## config.mk

```make
export PLATFORM = sky130hd
export DESIGN_NAME = pfa_res_queue
export DESIGN_NICKNAME = d
export VERILOG_FILES = /design/src/rtl/core/pfa_pkg.sv /design/src/rtl/core/pfa_res_queue.sv
export SDC_FILE = /design/constraint.sdc
export NUM_CORES = 1
export LEC_CHECK = 0
export ABC_AREA = 1
export BUFFER_PORTS_ARGS = -buffer_cell sky130_fd_sc_hd__clkbuf_2
export CORE_MARGIN = 1.5
export CORE_UTILIZATION = 50
export CTS_CLUSTER_SIZE = 24
export DETAILED_ROUTE_END_ITERATION = 10
export PLACE_DENSITY = 0.89
export RECOVER_POWER = 50
export SLEW_MARGIN = 0
export SYNTH_ARGS = -nofsm -noshare
export SYNTH_HDL_FRONTEND = slang
export SYNTH_SLANG_ARGS = --single-unit
```

## constraint.sdc

```tcl
create_clock -name clk -period 11.03 [get_ports clk]
set_clock_uncertainty 0.15 [all_clocks]
set_input_delay 2.206 -clock clk [delete_from_list [all_inputs] [get_ports clk]]
set_output_delay 2.206 -clock clk [all_outputs]
set_load 0.01 [all_outputs]
```

## src/rtl/core/pfa_pkg.sv

```systemverilog
`timescale 1ns / 1ps

package pfa_pkg;

	localparam int VIRT_PAGES      = 4096;
	localparam int PHYS_PAGES      = 1024;
	localparam int PAGE_SHIFT      = 16;
	localparam int MAX_BATCH_PAGES = 32;

	localparam int ADDR_W   = 40;
	localparam int SIZE_W   = 22;
	localparam int ALOG_W   = 6;
	localparam int KIND_W   = 2;
	localparam int STATUS_W = 3;

	localparam int VIDX_W  = $clog2(VIRT_PAGES);
	localparam int PID_W   = $clog2(PHYS_PAGES);
	localparam int CNT_W   = $clog2(PHYS_PAGES + 1);
	localparam int PTE_W   = PID_W + 1;
	localparam int BATCH_W = $clog2(MAX_BATCH_PAGES + 1);
	localparam int BIDX_W  = (MAX_BATCH_PAGES > 1) ? $clog2(MAX_BATCH_PAGES) : 1;
	localparam int CPG_W   = SIZE_W + 1 - PAGE_SHIFT;
	localparam int UPG_W   = SIZE_W - PAGE_SHIFT;

	localparam int CFG_IDX_W = 2;
	localparam int CFG_W     = ADDR_W;

	localparam logic [CNT_W-1:0] BUDGET_RESET = CNT_W'(PHYS_PAGES);

	localparam logic [KIND_W-1:0] KIND_COMMIT   = KIND_W'(0);
	localparam logic [KIND_W-1:0] KIND_DECOMMIT = KIND_W'(1);
	localparam logic [KIND_W-1:0] KIND_RELEASE  = KIND_W'(2);

	localparam logic [CFG_IDX_W-1:0] REG_VBASE  = CFG_IDX_W'(0);
	localparam logic [CFG_IDX_W-1:0] REG_PBASE  = CFG_IDX_W'(1);
	localparam logic [CFG_IDX_W-1:0] REG_BUDGET = CFG_IDX_W'(2);

	typedef enum logic [STATUS_W-1:0] {
		ST_OK,
		ST_RANGE,
		ST_NOMEM,
		ST_TOO_LARGE,
		ST_UNMAPPED
	} status_t;

	typedef struct packed {
		logic                commit;
		logic                strict;
		status_t             status;
		logic [ADDR_W-1:0]   va;
		logic [VIDX_W-1:0]   first;
		logic [BATCH_W-1:0]  pages;
	} cmd_t;

	typedef struct packed {
		status_t             status;
		logic [ADDR_W-1:0]   va;
		logic [ADDR_W-1:0]   pa;
		logic                changed;
		logic [CNT_W-1:0]    free_pages;
		logic                last;
	} res_t;

endpackage

```

## src/rtl/core/pfa_res_queue.sv

```systemverilog
`timescale 1ns / 1ps

module pfa_res_queue (
	input  logic            clk,
	input  logic            arst_n,
	input  logic            push,
	output logic            full,
	input  pfa_pkg::res_t   wdata,
	input  logic            pop,
	output logic            empty,
	output pfa_pkg::res_t   rdata
);
	import pfa_pkg::*;

	res_t       slot_q [2];
	logic       wp_q, rp_q;
	logic [1:0] cnt_q;
	logic       do_wr, do_rd;

	assign full  = cnt_q == 2'd2;
	assign empty = cnt_q == 2'd0;
	assign do_wr = push && !full;
	assign do_rd = pop && !empty;
	assign rdata = slot_q[rp_q];

	always_ff @(posedge clk or negedge arst_n) begin
		if (!arst_n) begin
			wp_q  <= 1'b0;
			rp_q  <= 1'b0;
			cnt_q <= 2'd0;
		end else begin
			if (do_wr)
				wp_q <= !wp_q;
			if (do_rd)
				rp_q <= !rp_q;
			if (do_wr && !do_rd)
				cnt_q <= cnt_q + 2'd1;
			else if (do_rd && !do_wr)
				cnt_q <= cnt_q - 2'd1;
		end
	end

	always_ff @(posedge clk) begin
		if (do_wr)
			slot_q[wp_q] <= wdata;
	end

endmodule

```

==> key figures <==
Worst setup path
  – Worst Setup SP: rp_q
  – WS Path Type: register to output pin
  – Crit end category: output pin
  – Reg2Reg Launch Point: rp_q
  – Crit path max fanout: 98
  – Levels on crit path: 4
  – R2R depth: 3
  – Worst path top cell family by delay: flip-flops
  – Req. time, crit path: 8670 ps
  – CP cell instances: inv_4, nand2_1, nand2_1, clkbuf_2
  – R2R Path End: rp_q
  – Critical path arrival: 4870 ps
  – Crit path largest cell delay: 2560 ps
  – Critical path's slowest cell: dfrtp_1
  – Reg2reg setup slack: 6390 ps
  – Worst Setup EP: rdata[71]
  – CP Launch Type: register
  – Most frequent CP cell: nand2_1
  – Bufs and invs on worst path: 2

GRT
  – First-pass GRT wire length: 20500 um
  – Pin count of the biggest net entering global routing: 99
  – GRT busiest layer: met2
  – GR Util met2: 0.318
  – Vias in the first global route: 4366
  – GR Util met1: 0.216
  – Initial antenna violation count: 0
  – Met3 GRT Util: 0.0420
  – Overflow after GRT: 0
  – Gr usage total: 0.185

Drt
  – Number of remaining DRC errors: 0
  – ANT nets after route: 0
  – DRT Pass-1 Iters: 6
  – Routed WL: 13700 um
  – Vias per inst: about 5
  – Initial DRC count: between 300 and 400
  – Routed len/inst: 14.9 um
  – Routed via count: 4491

Synthesis
  – Yosys cell types: 15
  – Syn Area/Cell: 13.5 um2
  – Most used DFF post-synth: edfxtp_1
  – Asr flop ratio synth: 0.0204
  – Sequential element share of the synthesized area: 0.812
  – Ys Warns: 0
  – Flops & latches, synth: slightly below 200
  – Syn_nets: ~630
  – Synth Instances: 533
  – EDFF count, synth: 192
  – Post-synth top cells: 297 x nand2_1, 192 x edfxtp_1, 12 x buf_2, 7 x inv_1, 5 x buf_4
  – Count leader, synth: nand2_1
  – Share of the synthesized area in the top cell type: 0.798
  – Post-Syn Area: 7220 um2
  – Synth area leaders: edfxtp_1 80%, nand2_1 15%, dfrtp_1 1.4%, buf_2 0.83%, buf_6 0.62%
  – Synth area leader: edfxtp_1

Clocking
  – # hold bufs at CTS: 0
  – Total CTS buffers: 17
  – Worst-Skew Late Latency: 420 ps
  – Clk pin slew, worst setup/hold paths: 60 ps
  – H-tree depth: 4
  – CTS max path bufs: 2
  – Postcts setup bufs: 0
  – Post-cts gate resize count: 0
  – CTS tree: built
  – Clock root cell: clkbuf_16
  – Clk sinks: a little under 200

Job
  – Max-cap violations: 3

Power and ir drop
  – Max IR drop VDD: roughly 0.00022 V
  – Pwr/cell area: 279 nW/um2
  – LEAKAGE: 3.69 nW

Die
  – Row Count: 43
  – Die Ht: 123 um
  – Initial Util: 0.516
  – Die width: between 100 and 150 um
  – IO Pins: 198
  – Die area: between 15000 and 20000 um2
  – Core box area: 14000 um2

Timing
  – Final period util: 0.655
  – Worst slew pin tran: 3310 ps
  – Final min period: just over 7000 ps
  – Setup TNS: 0 ps
  – Hold Vio Cnt, Final: 0
  – Final slew viol count: 184
  – Max Fclk: 0.138 GHz
  – Unrepaired setup endpoints after global routing: false
  – Final worst slack: ~3800 ps
  – Worst Hold Slack: 378 ps
  – Max-slew headroom: -1.21
  – Count of final setup violators: 0

Placed design
  – Input/output buffers: 197
  – Place WS: 6320 ps
  – Post-DP HPWL: 8460 um
  – GP Congestion: 0.727

Worst hold path
  – Worst Hold Class: register to register

Status
  – Failing checks: capacitance limit, slew limit
  – Status: complete, but fails checks

Cells and area
  – Finished Core Util: 0.632
  – Share of post-route cells with drive strength above 1: 0.212
  – Diode count: 0
  – Nets: 831
  – Area grow syn2layout: 22.5%
==> worst min-delay path by stage <==
stage                        start        to  slack [ps]  depth (start not counted)
after global routing      cnt_q[1]  cnt_q[1]         420                          2
after detailed placement      wp_q      wp_q         340                          2
after floorplan               wp_q      wp_q         300                          2
after global placement        wp_q      wp_q         320                          2
after CTS                     wp_q      wp_q         370                          2
final                         wp_q      wp_q         380                          2
==> state kept, by name, indices dropped and copies added (netlist names) <==
name and flops:
cnt_q 2, slot_q 192, rp_q 1, wp_q 1
==> report_power, final <==
part           switching [mW]  internal [mW]  total (mW)
sequential             0.0974           1.02        1.12
clock                   0.252          0.400       0.652
combinational           0.449          0.246       0.695
total                   0.799           1.67        2.47
==> worst min-delay path: stages (launching register included) <==
cell and delay (ps):
dfrtp_1 370, nand2_1 60, nand2_1 60
==> final cells by class <==
cell class	instances	area (um2)
Fill cell	1069	5140
Multi-Input combinational cell	308	1180
Inverter	8	33.8
Timing Repair Buffer	199	908
Clock buffer	17	425
Sequential cell	196	5870
Tap cell	180	225
Clock inverter	14	208
==> through the flow <==
| stage | instances | instance area, um2 | total power, mW |
|---|---|---|---|
| 6_report | 922 | 8850 | 2.47 |
| 5_1_grt | 922 | 8850 | 2.61 |
| 4_1_cts | 922 | 8950 | 2.47 |
| 3_5_place_dp | 891 | 8320 | 1.82 |
| 3_3_place_gp | 891 | 8320 | 1.80 |
| 2_1_floorplan | 533 | 7220 | 1.55 |
==> metal layers <==
layer | share of wire | routed length, um
met5 | 0 | 0
met4 | 0.026 | 363
met3 | 0.060 | 816
met2 | 0.51 | 7010
met1 | 0.40 | 5520
==> cells by family after synthesis <==
| group | Yosys count | synth area share |
|---|---|---|
| flip-flops | 196 | 0.812 |
| buffers and inverters | 29 | 0.0243 |
| AO/OA/AOI/OAI | 2 | 0.00139 |
| XOR/XNOR | 1 | 0.00121 |
| adder cells (fa/ha/maj) | 1 | 0.00173 |
| AND/OR/NAND/NOR | 304 | 0.159 |
==> cells in the final DEF, fill, tap and decap left out, types with 2 or more instances in the layout <==
master	n
nand2_1	297
edfxtp_1	192
clkbuf_2	123
clkbuf_1	74
clkbuf_16	17
inv_1	6
bufinv_16	5
nor2_1	4
clkinv_2	4
dfrtp_1	4
o21ai_0	2
inv_6	2
buf_4	2
Note: power is estimated with default switching activity, not from simulation.
