`src/rtl/core/pfa_pkg.sv`:
```
`timescale 1ns / 1ps

package pfa_pkg;

	localparam int VIRT_PAGES      = 4096;
	localparam int PHYS_PAGES      = 1024;
	localparam int PAGE_SHIFT      = 16;
	localparam int MAX_BATCH_PAGES = 32;

	localparam int ADDR_W   = 40;
	localparam int SIZE_W   = 22;
	localparam int ALOG_W   = 6;
	localparam int KIND_W   = 2;
	localparam int STATUS_W = 3;

	localparam int VIDX_W  = $clog2(VIRT_PAGES);
	localparam int PID_W   = $clog2(PHYS_PAGES);
	localparam int CNT_W   = $clog2(PHYS_PAGES + 1);
	localparam int PTE_W   = PID_W + 1;
	localparam int BATCH_W = $clog2(MAX_BATCH_PAGES + 1);
	localparam int BIDX_W  = (MAX_BATCH_PAGES > 1) ? $clog2(MAX_BATCH_PAGES) : 1;
	localparam int CPG_W   = SIZE_W + 1 - PAGE_SHIFT;
	localparam int UPG_W   = SIZE_W - PAGE_SHIFT;

	localparam int CFG_IDX_W = 2;
	localparam int CFG_W     = ADDR_W;

	localparam logic [CNT_W-1:0] BUDGET_RESET = CNT_W'(PHYS_PAGES);

	localparam logic [KIND_W-1:0] KIND_COMMIT   = KIND_W'(0);
	localparam logic [KIND_W-1:0] KIND_DECOMMIT = KIND_W'(1);
	localparam logic [KIND_W-1:0] KIND_RELEASE  = KIND_W'(2);

	localparam logic [CFG_IDX_W-1:0] REG_VBASE  = CFG_IDX_W'(0);
	localparam logic [CFG_IDX_W-1:0] REG_PBASE  = CFG_IDX_W'(1);
	localparam logic [CFG_IDX_W-1:0] REG_BUDGET = CFG_IDX_W'(2);

	typedef enum logic [STATUS_W-1:0] {
		ST_OK,
		ST_RANGE,
		ST_NOMEM,
		ST_TOO_LARGE,
		ST_UNMAPPED
	} status_t;

	typedef struct packed {
		logic                commit;
		logic                strict;
		status_t             status;
		logic [ADDR_W-1:0]   va;
		logic [VIDX_W-1:0]   first;
		logic [BATCH_W-1:0]  pages;
	} cmd_t;

	typedef struct packed {
		status_t             status;
		logic [ADDR_W-1:0]   va;
		logic [ADDR_W-1:0]   pa;
		logic                changed;
		logic [CNT_W-1:0]    free_pages;
		logic                last;
	} res_t;

endpackage

```
`src/rtl/core/pfa_front.sv`:
```
`timescale 1ns / 1ps

module pfa_front (
	input  logic                          clk,
	input  logic                          arst_n,
	input  logic                          push,
	output logic                          full,
	input  logic                          hold,
	input  logic [pfa_pkg::KIND_W-1:0]    kind,
	input  logic [pfa_pkg::ADDR_W-1:0]    address,
	input  logic [pfa_pkg::SIZE_W-1:0]    size_bytes,
	input  logic [pfa_pkg::ALOG_W-1:0]    align_log2,
	input  logic [pfa_pkg::ADDR_W-1:0]    vbase,
	output pfa_pkg::cmd_t                 cmd,
	output logic                          cmd_push,
	input  logic                          cmd_full
);
	import pfa_pkg::*;

	logic                 s1_v_q;
	logic [KIND_W-1:0]    kind_s1;
	logic [ADDR_W-1:0]    addr_s1;
	logic [SIZE_W-1:0]    size_s1;
	logic [ALOG_W-1:0]    alog_s1;

	logic                 s2_v_q;
	logic [KIND_W-1:0]    kind_s2;
	logic [ADDR_W:0]      va_s2;
	logic [CPG_W-1:0]     cpages_s2;
	logic [UPG_W-1:0]     upages_s2;

	logic [ALOG_W-1:0]    sh;
	logic [ADDR_W:0]      mask;
	logic [ADDR_W:0]      aligned;
	logic [SIZE_W:0]      size_up;
	logic [CPG_W-1:0]     cpages;

	logic                 known;
	logic                 s2_go, s2_take, s1_go, accept;

	logic                 lt;
	logic [ADDR_W:0]      diff;
	logic [ADDR_W+1:0]    blk_end, win_end;
	logic [ADDR_W+1-PAGE_SHIFT:0] upg_end;
	logic                 range_bad, too_big;

	// stage A: align up and round the size
	always_comb begin
		sh = alog_s1;
		if (alog_s1 < ALOG_W'(PAGE_SHIFT))
			sh = ALOG_W'(PAGE_SHIFT);
		else if (alog_s1 > ALOG_W'(ADDR_W))
			sh = ALOG_W'(ADDR_W);
		mask    = ((ADDR_W+1)'(1) << sh) - (ADDR_W+1)'(1);
		aligned = ({1'b0, addr_s1} + mask) & ~mask;
		size_up = {1'b0, size_s1} + (SIZE_W+1)'((1 << PAGE_SHIFT) - 1);
		cpages  = size_up[SIZE_W:PAGE_SHIFT];
	end

	// stage B: range and batch checks
	always_comb begin
		lt      = va_s2 < {1'b0, vbase};
		diff    = va_s2 - {1'b0, vbase};
		blk_end = {1'b0, va_s2} + ((ADDR_W+2)'(cpages_s2) << PAGE_SHIFT);
		win_end = {2'b00, vbase} + ((ADDR_W+2)'(VIRT_PAGES) << PAGE_SHIFT);
		upg_end = {1'b0, diff[ADDR_W:PAGE_SHIFT]} + (ADDR_W+2-PAGE_SHIFT)'(upages_s2);
		if (kind_s2 == KIND_COMMIT) begin
			range_bad = lt || (blk_end > win_end);
			too_big   = cpages_s2 > CPG_W'(MAX_BATCH_PAGES);
		end else begin
			range_bad = lt || (upg_end > (ADDR_W+2-PAGE_SHIFT)'(VIRT_PAGES));
			too_big   = upages_s2 > UPG_W'(MAX_BATCH_PAGES);
		end
		cmd.commit = kind_s2 == KIND_COMMIT;
		cmd.strict = kind_s2 == KIND_DECOMMIT;
		if (range_bad)
			cmd.status = ST_RANGE;
		else if (too_big)
			cmd.status = ST_TOO_LARGE;
		else
			cmd.status = ST_OK;
		cmd.va    = va_s2[ADDR_W-1:0];
		cmd.first = diff[PAGE_SHIFT+VIDX_W-1:PAGE_SHIFT];
		cmd.pages = (kind_s2 == KIND_COMMIT) ? cpages_s2[BATCH_W-1:0]
		                                     : BATCH_W'(upages_s2);
	end

	assign known    = (kind_s2 == KIND_COMMIT) || (kind_s2 == KIND_DECOMMIT) ||
	                  (kind_s2 == KIND_RELEASE);
	// unknown kinds drop here without a transfer
	assign s2_go    = s2_v_q && (!cmd_full || !known);
	assign cmd_push = s2_v_q && known && !cmd_full;
	assign s2_take  = !s2_v_q || s2_go;
	assign s1_go    = s1_v_q && s2_take;
	assign full     = hold || (s1_v_q && !s1_go);
	assign accept   = push && !full;

	always_ff @(posedge clk or negedge arst_n) begin
		if (!arst_n) begin
			s1_v_q <= 1'b0;
			s2_v_q <= 1'b0;
		end else begin
			if (accept)
				s1_v_q <= 1'b1;
			else if (s1_go)
				s1_v_q <= 1'b0;
			if (s1_go)
				s2_v_q <= 1'b1;
			else if (s2_go)
				s2_v_q <= 1'b0;
		end
	end

	always_ff @(posedge clk) begin
		if (accept) begin
			kind_s1 <= kind;
			addr_s1 <= address;
			size_s1 <= size_bytes;
			alog_s1 <= align_log2;
		end
		if (s1_go) begin
			kind_s2   <= kind_s1;
			va_s2     <= (kind_s1 == KIND_COMMIT) ? aligned : {1'b0, addr_s1};
			cpages_s2 <= cpages;
			upages_s2 <= size_s1[SIZE_W-1:PAGE_SHIFT];
		end
	end

endmodule

```
`config.mk`:
```
export PLATFORM = sky130hd
export DESIGN_NAME = pfa_front
export DESIGN_NICKNAME = d
export VERILOG_FILES = /design/src/rtl/core/pfa_pkg.sv /design/src/rtl/core/pfa_front.sv
export SDC_FILE = /design/constraint.sdc
export NUM_CORES = 1
export LEC_CHECK = 0
export BUFFER_PORTS_ARGS = -buffer_cell sky130_fd_sc_hd__buf_2
export CORE_AREA = 4 4 123 171
export DETAILED_ROUTE_END_ITERATION = 8
export DIE_AREA = 0 0 127 175
export GPL_TIMING_DRIVEN = 0
export PLACE_DENSITY = 0.86
export SLEW_MARGIN = 10
export SYNTH_ARGS = -nofsm -noshare
export SYNTH_HDL_FRONTEND = slang
export SYNTH_SLANG_ARGS = --single-unit
```
`constraint.sdc`:
```
create_clock -name clk -period 7.4 [get_ports clk]
set_clock_uncertainty 0.15 [all_clocks]
set_input_delay 1.48 -clock clk [delete_from_list [all_inputs] [get_ports clk]]
set_output_delay 1.48 -clock clk [all_outputs]
set_load 0.1 [all_outputs]
```
==> reports/metrics.csv <==
stage,metric,value,unit
outcome,status,"complete, but fails checks",
outcome,failing checks,setup timing,
global_routing,vias in the first global route,10600,
sta,Slew Limit Fails,0,
die,# rows,60,
sta,final setup TNS,-1250,ps
layout,# nets final,1719,
routing,DR pass1 iterations,5,
pwr,P_leak,0.00618,uW
sta,Fin. Hold Viols,0,
die,I/O pin count,180,
place,Place WS,-1030,ps
routing,Met1 Routed Length,11.9,mm
global_routing,GR Util All Layers,29.1,%
setup_path,FF-to-FF End,va_s2[39],
sta,fmax,124,MHz
sta,Final setup violation count,2,
layout,layout cells sized above 1,27.0,%
clocking,CTS tree,yes,
setup_path,"Req. time, crit path",5770,ps
synthesis,fraction of registers with async set/reset,1.56,%
global_routing,first-pass GRT wire length,51.8,mm
synthesis,dominant synthesized flop cell,edfxtp_1,
layout,fin area,14300,sq um
die,Core ar.,19400,sq um
clocking,Worst-path clk slew,60,ps
pwr,Peak VDD IR,0.000209,V
routing,initial DRC count,721,
die,die width,127,microns
routing,vias per cell,6.00,
routing,routed wire length per instance,19.2,microns
pwr,clock share of power,30.1,%
sta,period utilisation layout,109,%
hold_path,Hold Path End,kind_s2[1],
pwr,switch share,37.7,%
sta,RSZ-0062 raised after global routing,yes,
pwr,internal power,1770,uW
setup_path,Crit Reg-Reg Startpoint,alog_s1[1],
routing,WL met2,17.6,mm
synthesis,Synth Cell Area,11300,sq um
run,maxcap violations,0,
routing,DR top layer,met4,
layout,area grow syn2layout,25.9,%
clocking,clk root buf,clkbuf_16,
synthesis,"EDFF count, synth",126,
synthesis,post-synthesis sequential area ratio,33.8,%
pwr,total power,2840,uW
setup_path,CP Max Fanout,3,
pwr,combinational share of power,38.8,%
sta,Slew HR,30.7,%
place,HPWL after DPL,25.5,mm
routing,Met3 Wirelength,1.55,mm
place,DP Area,13000,sq um
setup_path,WP data arrival,6410,ps
routing,drc violations,0,
clocking,clock latency on the worst-skew pair,410,ps
sta,setup ws final,-636,ps
hold_path,hold_sp,kind_s1[1],
synthesis,Synth cell types,80,
die,Initial Util,58.5,%
setup_path,path depth of the worst reg2reg path,18,
clocking,clk buf depth,2,
sta,Final Critical Period,8040,ps
place,Placer Congestion,0.975,
global_routing,initial antenna violation count,0,
setup_path,critical path endpoint category,primary output,
synthesis,post-synthesis cell count,1232,
hold_path,hold depth,0,
layout,ant diodes,0,
clocking,CTS Buf Count,17,
place,PortBufs,178,
die,full die area,22200,sq um
pwr,Seq pwr share,31.1,%
die,die span in y,175,microns
synthesis,synthesized area per cell,9.20,sq um
global_routing,largest net degree at the start of global routing,42,
routing,final wirelength,33.4,mm
routing,Post-DRT Antenna Nets,0,
global_routing,Overflow after GRT,0,
synthesis,yosys warns,0,
sta,worst-margin pin slew,1040,ps
setup_path,WS Path Type,primary input to primary output,
setup_path,"setup slack, reg-to-reg",1910,ps
synthesis,"flops & latches, synth",128,
hold_path,Hold Crit Class,register to register,
layout,Finished Core Util,73.7,%
pwr,Power per Cell Area,199,nW/um^2
routing,total vias in the final route,10400,
pwr,NetSw,1070,uW
clocking,hold_buf cts,0,
setup_path,CP startpoint kind,primary input,
clocking,Clock Sinks,128,
clocking,htree depth,4,
through the flow:
stage	hold WS (ps)	std cells
floorplan	267	1240
global placement	272	1666
detailed placement	276	1669
CTS	300	1731
global route	323	1738
finish	301	1738
cell usage in the layout, fill, tap and decap left out, types with 12 or more instances in the layout:
cell type,instances
o21bai_1,15
nor2_1,72
xnor2_1,55
and2_1,20
clkbuf_1,39
inv_1,61
clkbuf_16,17
a21o_1,49
nand2b_1,19
o31ai_1,31
nand4_1,25
nand2_1,99
ha_4,21
xor2_1,33
buf_2,169
and3_1,12
o21ai_0,46
nor2b_1,14
edfxtp_1,126
nand3_1,36
buf_4,75
nor3_1,13
ha_1,103
a21oi_1,84
how the worst max path moves through the flow:
stage | start | endpoint | slack (ps) | depth (start not counted)
after floorplan | vbase[15] | cmd[59] | -370 | 21
after global placement | vbase[20] | cmd[59] | -970 | 21
after detailed placement | vbase[20] | cmd[59] | -1030 | 21
after CTS | vbase[1] | cmd[59] | -440 | 24
after global routing | vbase[8] | cmd[59] | -810 | 24
final | vbase[8] | cmd[59] | -640 | 24
layout make-up:
cell class                      instances  area [sq um]
Sequential cell                       128          3830
Inverter                               74           298
Buffer                                 81           465
Clock buffer                           17           425
Fill cell                            1353          5100
Clock inverter                         15           183
Timing Repair Buffer                  219          1350
Multi-Input combinational cell        956          7410
Tap cell                              248           310
power by group through the flow:
| stage | combinational, uW | clock, uW | sequential [uW] |
|---|---|---|---|
| 2_1_floorplan | 792 | 0 | 883 |
| 3_3_place_gp | 973 | 0 | 897 |
| 3_5_place_dp | 999 | 0 | 894 |
| 4_1_cts | 1070 | 866 | 881 |
| 5_1_grt | 1180 | 899 | 886 |
| 6_report | 1100 | 855 | 884 |
synth_stat cells, drive strengths merged (18+ instances only):
master	count	area, sq um
a21o	49	368
and2	21	131
nand2	103	387
xor2	34	298
clkbuf	40	150
nand2b	19	119
nor3	18	106
inv	74	278
nand3	36	180
xnor2	62	566
nand4	25	156
a21oi	96	488
nor2	78	293
o21ai	56	288
o31ai	34	260
ha	124	1550
edfxtp	126	3780
buf	42	319
routing by layer:
layer,up-vias,GRT usage (%)
met2,419,53.8
met4,0,18.6
li1,4995,-
met3,128,3.27
met5,-,0
met1,4878,30.8
registers in the layout (all words and copies together) (netlist names):
register   count
va_s2         41
addr_s1       40
size_s1       22
cpages_s2      7
alog_s1        6
upages_s2      6
kind_s1        2
kind_s2        2
s1_v_q         1
s2_v_q         1
kinds of logic (layout without fill, tap and decap cells):
logic type      Yosys count  in the layout  synth area share (%)
compound gates          335            335                  19.7
xor+xnor                 96             96                  7.62
fa+ha+maj               127            127                  14.2
buf+inv                 156            406                  6.59
flops                   128            128                  33.8
mux                      11             11                  1.05
other cells               2             10                0.0663
simple gates            377            377                  16.9
repair_timing:
action | CTS | global route
endpoints found under the setup margin | 2 | 2
buffers inserted | 31 | 7
pin swaps | 31 | 18
resized for setup | 60 | 15
worst max-delay path, stage by stage:
cell and delay, ps:
buf_2 80, inv_1 60, ha_4 280, nand4_1 200
a2111oi_4 460, o31ai_4 200, nand2_2 160, xor2_4 230
ha_4 190, fa_2 210, a21oi_2 60, nor2_2 110
nor2_1 60, o21bai_1 170, a21oi_2 100, nor3_1 180
nand4_1 280, nand3b_1 310, or4_4 470, a32oi_2 190
nand3b_1 170, o41ai_4 300, and3b_4 260, buf_12 170
No activity file was read; power rests on OpenSTA's default activity.
