File: src/rtl/core/pfa_pkg.sv
`timescale 1ns / 1ps

package pfa_pkg;

	localparam int VIRT_PAGES      = 4096;
	localparam int PHYS_PAGES      = 1024;
	localparam int PAGE_SHIFT      = 16;
	localparam int MAX_BATCH_PAGES = 32;

	localparam int ADDR_W   = 40;
	localparam int SIZE_W   = 22;
	localparam int ALOG_W   = 6;
	localparam int KIND_W   = 2;
	localparam int STATUS_W = 3;

	localparam int VIDX_W  = $clog2(VIRT_PAGES);
	localparam int PID_W   = $clog2(PHYS_PAGES);
	localparam int CNT_W   = $clog2(PHYS_PAGES + 1);
	localparam int PTE_W   = PID_W + 1;
	localparam int BATCH_W = $clog2(MAX_BATCH_PAGES + 1);
	localparam int BIDX_W  = (MAX_BATCH_PAGES > 1) ? $clog2(MAX_BATCH_PAGES) : 1;
	localparam int CPG_W   = SIZE_W + 1 - PAGE_SHIFT;
	localparam int UPG_W   = SIZE_W - PAGE_SHIFT;

	localparam int CFG_IDX_W = 2;
	localparam int CFG_W     = ADDR_W;

	localparam logic [CNT_W-1:0] BUDGET_RESET = CNT_W'(PHYS_PAGES);

	localparam logic [KIND_W-1:0] KIND_COMMIT   = KIND_W'(0);
	localparam logic [KIND_W-1:0] KIND_DECOMMIT = KIND_W'(1);
	localparam logic [KIND_W-1:0] KIND_RELEASE  = KIND_W'(2);

	localparam logic [CFG_IDX_W-1:0] REG_VBASE  = CFG_IDX_W'(0);
	localparam logic [CFG_IDX_W-1:0] REG_PBASE  = CFG_IDX_W'(1);
	localparam logic [CFG_IDX_W-1:0] REG_BUDGET = CFG_IDX_W'(2);

	typedef enum logic [STATUS_W-1:0] {
		ST_OK,
		ST_RANGE,
		ST_NOMEM,
		ST_TOO_LARGE,
		ST_UNMAPPED
	} status_t;

	typedef struct packed {
		logic                commit;
		logic                strict;
		status_t             status;
		logic [ADDR_W-1:0]   va;
		logic [VIDX_W-1:0]   first;
		logic [BATCH_W-1:0]  pages;
	} cmd_t;

	typedef struct packed {
		status_t             status;
		logic [ADDR_W-1:0]   va;
		logic [ADDR_W-1:0]   pa;
		logic                changed;
		logic [CNT_W-1:0]    free_pages;
		logic                last;
	} res_t;

endpackage

File: src/rtl/core/pfa_cmd_queue.sv
`timescale 1ns / 1ps

module pfa_cmd_queue (
	input  logic            clk,
	input  logic            arst_n,
	input  logic            push,
	output logic            full,
	input  pfa_pkg::cmd_t   wdata,
	input  logic            pop,
	output logic            empty,
	output pfa_pkg::cmd_t   rdata
);
	import pfa_pkg::*;

	cmd_t       slot_q [2];
	logic       wp_q, rp_q;
	logic [1:0] cnt_q;
	logic       do_wr, do_rd;

	assign full  = cnt_q == 2'd2;
	assign empty = cnt_q == 2'd0;
	assign do_wr = push && !full;
	assign do_rd = pop && !empty;
	assign rdata = slot_q[rp_q];

	always_ff @(posedge clk or negedge arst_n) begin
		if (!arst_n) begin
			wp_q  <= 1'b0;
			rp_q  <= 1'b0;
			cnt_q <= 2'd0;
		end else begin
			if (do_wr)
				wp_q <= !wp_q;
			if (do_rd)
				rp_q <= !rp_q;
			if (do_wr && !do_rd)
				cnt_q <= cnt_q + 2'd1;
			else if (do_rd && !do_wr)
				cnt_q <= cnt_q - 2'd1;
		end
	end

	always_ff @(posedge clk) begin
		if (do_wr)
			slot_q[wp_q] <= wdata;
	end

endmodule

File: config.mk
export PLATFORM = sky130hd
export DESIGN_NAME = pfa_cmd_queue
export DESIGN_NICKNAME = d
export VERILOG_FILES = /design/src/rtl/core/pfa_pkg.sv /design/src/rtl/core/pfa_cmd_queue.sv
export SDC_FILE = /design/constraint.sdc
export NUM_CORES = 1
export LEC_CHECK = 0
export ABC_CLOCK_PERIOD_IN_PS = 4700
export BUFFER_PORTS_ARGS = -buffer_cell sky130_fd_sc_hd__buf_2
export CORE_ASPECT_RATIO = 0.5
export CORE_MARGIN = 5
export CORE_UTILIZATION = 40
export CTS_BUF_LIST = sky130_fd_sc_hd__clkbuf_4 sky130_fd_sc_hd__clkbuf_8
export DETAILED_ROUTE_END_ITERATION = 7
export HOLD_SLACK_MARGIN = 0.15
export PLACE_DENSITY = 0.69
export SLEW_MARGIN = 0
export SYNTH_ARGS = -nofsm -noshare
export SYNTH_HDL_FRONTEND = slang
export SYNTH_SLANG_ARGS = --single-unit
File: constraint.sdc
create_clock -name clk -period 4.7 [get_ports clk]
set_input_delay 0.94 -clock clk [delete_from_list [all_inputs] [get_ports clk]]
set_output_delay 0.94 -clock clk [all_outputs]
set_load 0.005 [all_outputs]
==> out/qor.yml, run 1 <==
status: "completed"
grt_max_degree: 64
wl_per_cell_um: 16.64
synthAdderAreaFrac: 0.002481
core_region_area_sq_um: 12520
io_buffers: 131
finalNonFillerCells: 545
synth.distinct_cells: 15
clockBufferDepth: 2
num_antenna_cells: 0
p_int_mw: 2.773
vias_per_cell: 4.444
power.share.clock: 0.258
synth_largest_area_cell: "edfxtp_1"
hp-class: "input port to async pin"
syn2layout_area_growth_pct: 23.67
drt_wl_total_mm: 9.071
ys_seq_area_frac: 0.7702
clock-root-buffer: "clkbuf_8"
die_y_um: 89.39
cp.required_ps: 3760
cts_setup_buffers: 0
grt_use_total: 0.1196
grt_pass1_vias: 2579
clock_latency_ps: 420
overflow: 0
finClkSkew_ps: 10.31
synthCells: 215
syn_avg_cell_area_sq_um: 23.45
cp-start-kind: "flip-flop"
leakagePower_nw: 2.518
drtPass1Iterations: 4
vias: 2422
antenna_left: 0
clk_pin_slew_ps: 70
worstPathMaxFanout: 25
sequentialPowerShare: 0.452
ctsResizeCount: 0
end_kind: "primary output"
arrival_ps: 2130
ios: 132
postCtsHoldBufs: 0
slowest_stage: "dfrtp_4"
place_inst: 513
combinationalPowerShare: 0.290
slew_headroom: 0.4246
yosys.area_share.simple: 0.005459
rsz0062_at_grt: "no"
whs_ps: 309.2
initial_core_util: 0.4028
grt_pass1_wl_mm: 13.37
numCtsBuffers: 17
rows: 29
ir_worst_vdd_mv: 0.4727
path_class: "flip-flop to primary output"
p_per_area_nw_per_um2: 610.9
synth_mux_area_frac: 0.1846
slowest_delay_ps: 730
synth.ff_latch_count: 130
fin_ws_ps: 1630
worst_pin_slew_ps: 863.1
grt_antenna_before_repair: 1
place_ws_ps: 2054
synth_top_family_by_area: "multiplexers"
switchingPower_mw: 1.036
netlist_area_sq_um: 5042
tns_ps: 0
yosys.area_share.xor_xnor: 0.008685
timing.final.crit_share: 0.6532
cts_tree: "done"
finalHoldViolCount: 0
period_minus_slack_ps: 3070
synth_nets: 283
drt_iter0_drc: 75
place.gp.congestion: 0.7254
dp_hpwl_mm: 6.072
cts_max_level: 4
slew_violations: 0
layout-drive-gt1-share: 0.6213
die_x_um: 168.8
yosysTopAreaCellShare: 0.7504
yosys-top-cells-area: "edfxtp_1 (75%), mux2_4 (18%), buf_12 (2.4%)"
maxCapViolations: 0
clkSinkCount: 130
setup_viol: 0
fin_nets: 430
die_area_sq_um: 15090
synth_compound_area_frac: 0.0009926
drcViolationCount: 0
yosysWarnings: 0
p_sw_frac: 0.2720
clock.fmax_mhz: 325.7
path_cells: "buf_4, mux2_4, buf_2"
per-layer routing:
metal,part of all wire,GRT usage
met5,0.00088,0
met4,0.012,0.04197
met3,0.041,0.04064
met2,0.57,0.2320
met1,0.38,0.1233
logic make-up after synthesis:
group | count (synthesis)
AOI/OAI and AO/OA | 1
xor gates and xnor gates | 5
adders and majority gates | 1
buffers and inverters | 9
DFF | 130
muxes | 63
and+or+nand+nor | 6
critical path, delay by kind of cell (launching register included):
| family | cells | cell delay, ps |
|---|---|---|
| mux | 1 | 340 |
| flops | 1 | 730 |
| buf+inv | 2 | 610 |
worst paths after layout:
check	start	endpoint	slack (ps)	cells after the start
min reg2reg	cnt_q[1]	cnt_q[1]	530	1
max reg2reg	cnt_q[0]	slot_q[1][36]	2540	3
max in group asynchronous	arst_n	rp_q	4250	1
min in group clk	cnt_q[1]	cnt_q[1]	530	1
max	rp_q	rdata[3]	1630	3
min	arst_n	cnt_q[0]	310	1
Yosys cell counts:
cell type	count
and3_1	1
buf_12	6
mux2_2	4
xor2_1	2
nand2b_1	1
mux2_4	59
nand2_1	1
nor2_1	3
xnor2_1	3
inv_1	2
o21ai_1	1
dfrtp_1	4
ha_1	1
buf_6	1
edfxtp_1	126
through the flow:
step | cell area (sq um) | power, mW | util
6_report | 6236 | 3.809 | 0.4982
5_1_grt | 6236 | 4.007 | 0.4982
4_1_cts | 6236 | 3.875 | 0.4982
3_5_place_dp | 5822 | 2.891 | 0.4651
3_3_place_gp | 5822 | 2.869 | 0.4651
2_1_floorplan | 5042 | 2.560 | -
registers in the layout (all words and copies together) (netlist names):
register,flops
slot_q,126
cnt_q,2
rp_q,1
wp_q,1
final cells by class:
| cell class | instances | area, sq um |
|---|---|---|
| clock buffers | 21 | 276.5 |
| clock inverters | 11 | 137.6 |
| fillers | 1023 | 6282 |
| inverters | 2 | 7.507 |
| multi-input cells | 76 | 1028 |
| flip-flops and latches | 130 | 3887 |
| well taps | 170 | 212.7 |
| repair buffers | 135 | 685.7 |
cells in the final DEF (no fill, tap or decap), drive strengths merged:
cell,count
buf,135
edfxtp,126
mux2,63
clkbuf,21
clkinv,5
dfrtp,4
xnor2,3
clkinvlp,3
bufinv,3
nor2,3
inv,2
xor2,2
nand2b,1
nand2,1
o21ai,1
and3,1
ha,1
power groups by stage:
stage	Sequential [mW]	Combinational, mW	Clock [mW]
finish	1.72	1.10	0.983
CTS	1.73	1.14	1.01
detailed placement	1.76	1.13	0
floorplan	1.68	0.877	0
global placement	1.74	1.13	0
global route	1.75	1.19	1.06
No activity file was read; power rests on OpenSTA's default activity.
==> inputs of run 2 (changes only) <==
ABC_AREA = 1   (was not set)
ABC_CLOCK_PERIOD_IN_PS = 3000   (was 4700)
PLACE_DENSITY = 0.7   (was 0.69)
clock period = 3 ns   (was 4.7 ns; I/O delays follow)
==> run 2 against run 1 <==
Final area fell by 1.8%. Clock-buffer cell count fell by 4. Area after synthesis fell by 4.2%. Sequential power rose by 52%. Die area fell by 3.8%. Cell count rose by 25%. Non-clock buffer count rose by 4. Register-to-register slack got worse by 1200 ps. Clock skew rose by 0.81 ps. Routed wire length rose by 8.3%. Worst setup slack got worse by 910 ps.
==> out/qor.yml, run 2 <==
status: "completed"  # unchanged
final_cell_mix: "nand2_1 (198), buf_2 (131), edfxtp_1 (126), clkbuf_8 (17)"  # was buf_2 (131), edfxtp_1 (126), mux2_4 (59), clkbuf_8 (19), clkinv_2 (5)
overflow: 0  # unchanged
core_region_area_sq_um: 11810  # was 12520 sq um
grt_max_degree: 59  # was 64
yosysTopAreaCellShare: 0.7830  # was 0.7504
layout-drive-gt1-share: 0.3320  # was 0.6213
period_minus_slack_ps: 2280
rsz0062_at_grt: "no"  # unchanged
finalHoldViolCount: 0  # unchanged
synth_common_cells: "nand2_1 (198), edfxtp_1 (126), inv_1 (7)"  # was edfxtp_1 (126), mux2_4 (59), buf_12 (6)
path_class: "flip-flop to primary output"  # unchanged
arrival_ps: 1680  # was 2130 ps
grt_use_total: 0.1401  # was 0.1196
synthCells: 360  # was 215
synth_largest_area_cell: "edfxtp_1"  # unchanged
cp-startpoint: "rp_q"  # unchanged
wl_per_cell_um: 14.38  # was 16.64 um
grt_antenna_before_repair: 0  # was 1
die_area_sq_um: 14510  # was 15090 sq um
cts_tree: "done"  # unchanged
vias_per_cell: 4.425  # was 4.444
setup_viol: 0  # unchanged
finalNonFillerCells: 683  # was 545
die_y_um: 87.72  # was 89.39 um
fin_ws_ps: 719.8  # was 1630 ps
numCtsBuffers: 17  # unchanged
ios: 132  # unchanged
syn2layout_area_growth_pct: 26.67  # was 23.67%
num_antenna_cells: 0  # unchanged
slew_violations: 0  # unchanged
crit_path_frequent_cell: "nand2_1"
leakagePower_nw: 2.650  # was 2.518 nW
synth.ff_latch_count: 130  # unchanged
yosys-top-cells-area: "edfxtp_1 (78%), nand2_1 (15%), dfrtp_1 (2.1%)"  # was edfxtp_1 (75%), mux2_4 (18%), buf_12 (2.4%)
worst_pin_slew_ps: 528.1  # was 863.1 ps
clk_pin_slew_ps: 80  # was 70 ps
synth.distinct_cells: 16  # was 15
hold_start: "wdata[35]"
finish.utilization: 0.5184  # was 0.4982
r2r_start: "cnt_q[1]"  # was cnt_q[0]
clock.fmax_mhz: 438.6
ys.flop_type: "edfxtp_1"  # unchanged
maxCapViolations: 0  # unchanged
vias: 3022  # was 2422
die_x_um: 165.4  # was 168.8 um
p_total_mw: 5.929  # was 3.809 mW
hp-class: "input port to flip-flop"  # was input port to async pin
initial_core_util: 0.4093  # was 0.4028
grt_pass1_wl_mm: 15.11  # was 13.37 mm
place.gp.congestion: 0.6945  # was 0.7254
rows: 28  # was 29
tns_ps: 0  # unchanged
cts_max_level: 4  # unchanged
drtPass1Iterations: 4  # unchanged
clockBufferDepth: 2  # unchanged
fin_nets: 573  # was 430
synthArstFlopShare: 0.03077  # unchanged
end_kind: "primary output"  # unchanged
antenna_left: 0  # unchanged
place_inst: 650  # was 513
yosysWarnings: 0  # unchanged
reg.largest.list: "slot_q x126, cnt_q x2"  # unchanged
timing.final.crit_share: 0.7601
largest_register: "slot_q"  # unchanged
slew_headroom: 0.6479  # was 0.4246
ctsResizeCount: 0  # unchanged
synth_nets: 428  # was 283
io_buffers: 131  # unchanged
drt_wl_total_mm: 9.823  # was 9.071 mm
ys_seq_area_frac: 0.8037  # was 0.7702
ir_worst_vdd_mv: 0.3994  # was 0.4727 mV
path_cells: "inv_2, buf_12, nand2_1, nand2_1, buf_2"  # was buf_4, mux2_4, buf_2
drcViolationCount: 0  # unchanged
final_common_cell: "nand2_1"  # was buf_2
place_ws_ps: 1115  # was 2054 ps
drt_iter0_drc: 155  # was 75
slowest_delay_ps: 510  # was 730 ps
grt_pass1_vias: 3133  # was 2579
cp.required_ps: 2400  # was 3760 ps
largest_register_ffs: 126  # unchanged
clkSinkCount: 130  # unchanged
p_per_area_nw_per_um2: 968.6  # was 610.9 nW/um^2
clock-root-buffer: "clkbuf_8"  # unchanged
syn_avg_cell_area_sq_um: 13.42  # was 23.45 sq um
cp-start-kind: "flip-flop"  # unchanged
synth_most_common_cell: "nand2_1"  # was edfxtp_1
dp_hpwl_mm: 6.562  # was 6.072 mm
finClkSkew_ps: 11.12  # was 10.31 ps
netlist_area_sq_um: 4832  # was 5042 sq um
worstPathMaxFanout: 58  # was 25
synth_edf_count: 126  # unchanged
clock_latency_ps: 410  # was 420 ps
slowest_stage: "dfrtp_2"  # was dfrtp_4
-- run 2: cell count changes in the layout (fill, tap and decap cells not counted), sizes merged, moves of 2 or more --
cell,change
nand2,+197
mux2,-63
inv,+7
clkbuf,-4
buf,+3
bufinv,+2
xnor2,-2
xor2,-2
-- run 2: metal layers --
layer / track usage / vias up / share of wire
li1: - / 1501 / -
met1: 0.1548 / 1445 / 0.41
met2: 0.2567 / 65 / 0.54
met3: 0.04654 / 11 / 0.040
met4: 0.04940 / 0 / 0.015
met5: 0 / - / 0
-- run 2: timing repair --
action | in CTS | in global routing
setup buffers | 0 | 0
hold buffers | 1 | 0
hold endpoints to repair | 4 | 0
-- run 2: per-stage QoR --
stage | hold WS (ps) | area (sq um)
after detailed placement | 422.1 | 5663
final | 372.2 | 6121
after CTS | 336.8 | 6121
after global placement | 420.4 | 5663
after global routing | 323.6 | 6121
after floorplan | 304.4 | 4835
-- run 2: final timing paths --
path	cells after the start	slack [ps]	to
max in group asynchronous	2	2320	rp_q
worst max-delay path	5	720	rdata[36]
min in group asynchronous	2	540	rp_q
worst max register to register	4	1330	slot_q[1][10]
worst min register to register	2	490	wp_q
worst min-delay path	1	370	slot_q[0][35]
-- run 2: final cells by class --
class | instances | area [sq um]
sequential | 130 | 3885
timing repair buffer | 139 | 730.7
tap | 165 | 206.4
multi-input combinational | 209 | 820.8
clock inverter | 15 | 214.0
fill | 1029 | 5685
inverter | 8 | 30.03
clock buffer | 17 | 234.0
-- run 2: cell families (layout without fill, tap and decap cells) --
group                      Yosys count  after routing  synth area share
and+or+nand+nor                    205            205            0.1618
DFF                                130            130            0.8037
buffers and inverters               21            179           0.02796
AOI/OAI and AO/OA                    2              2          0.002072
adders and majority gates            1              1          0.002589
xor gates and xnor gates             1              1          0.001813
-- run 2: where the power goes --
| group | internal (mW) | switching [mW] | leakage, nW |
|---|---|---|---|
| clock | 0.983 | 0.669 | 0.212 |
| sequential | 2.48 | 0.130 | 1.22 |
| combinational | 0.619 | 1.05 | 1.22 |
-- run 2: worst max-delay path: cells and delay by family (launching register included) --
kind          cells  cell delay (ps)
flops             1              510
simple gates      2              170
buf+inv           3              520
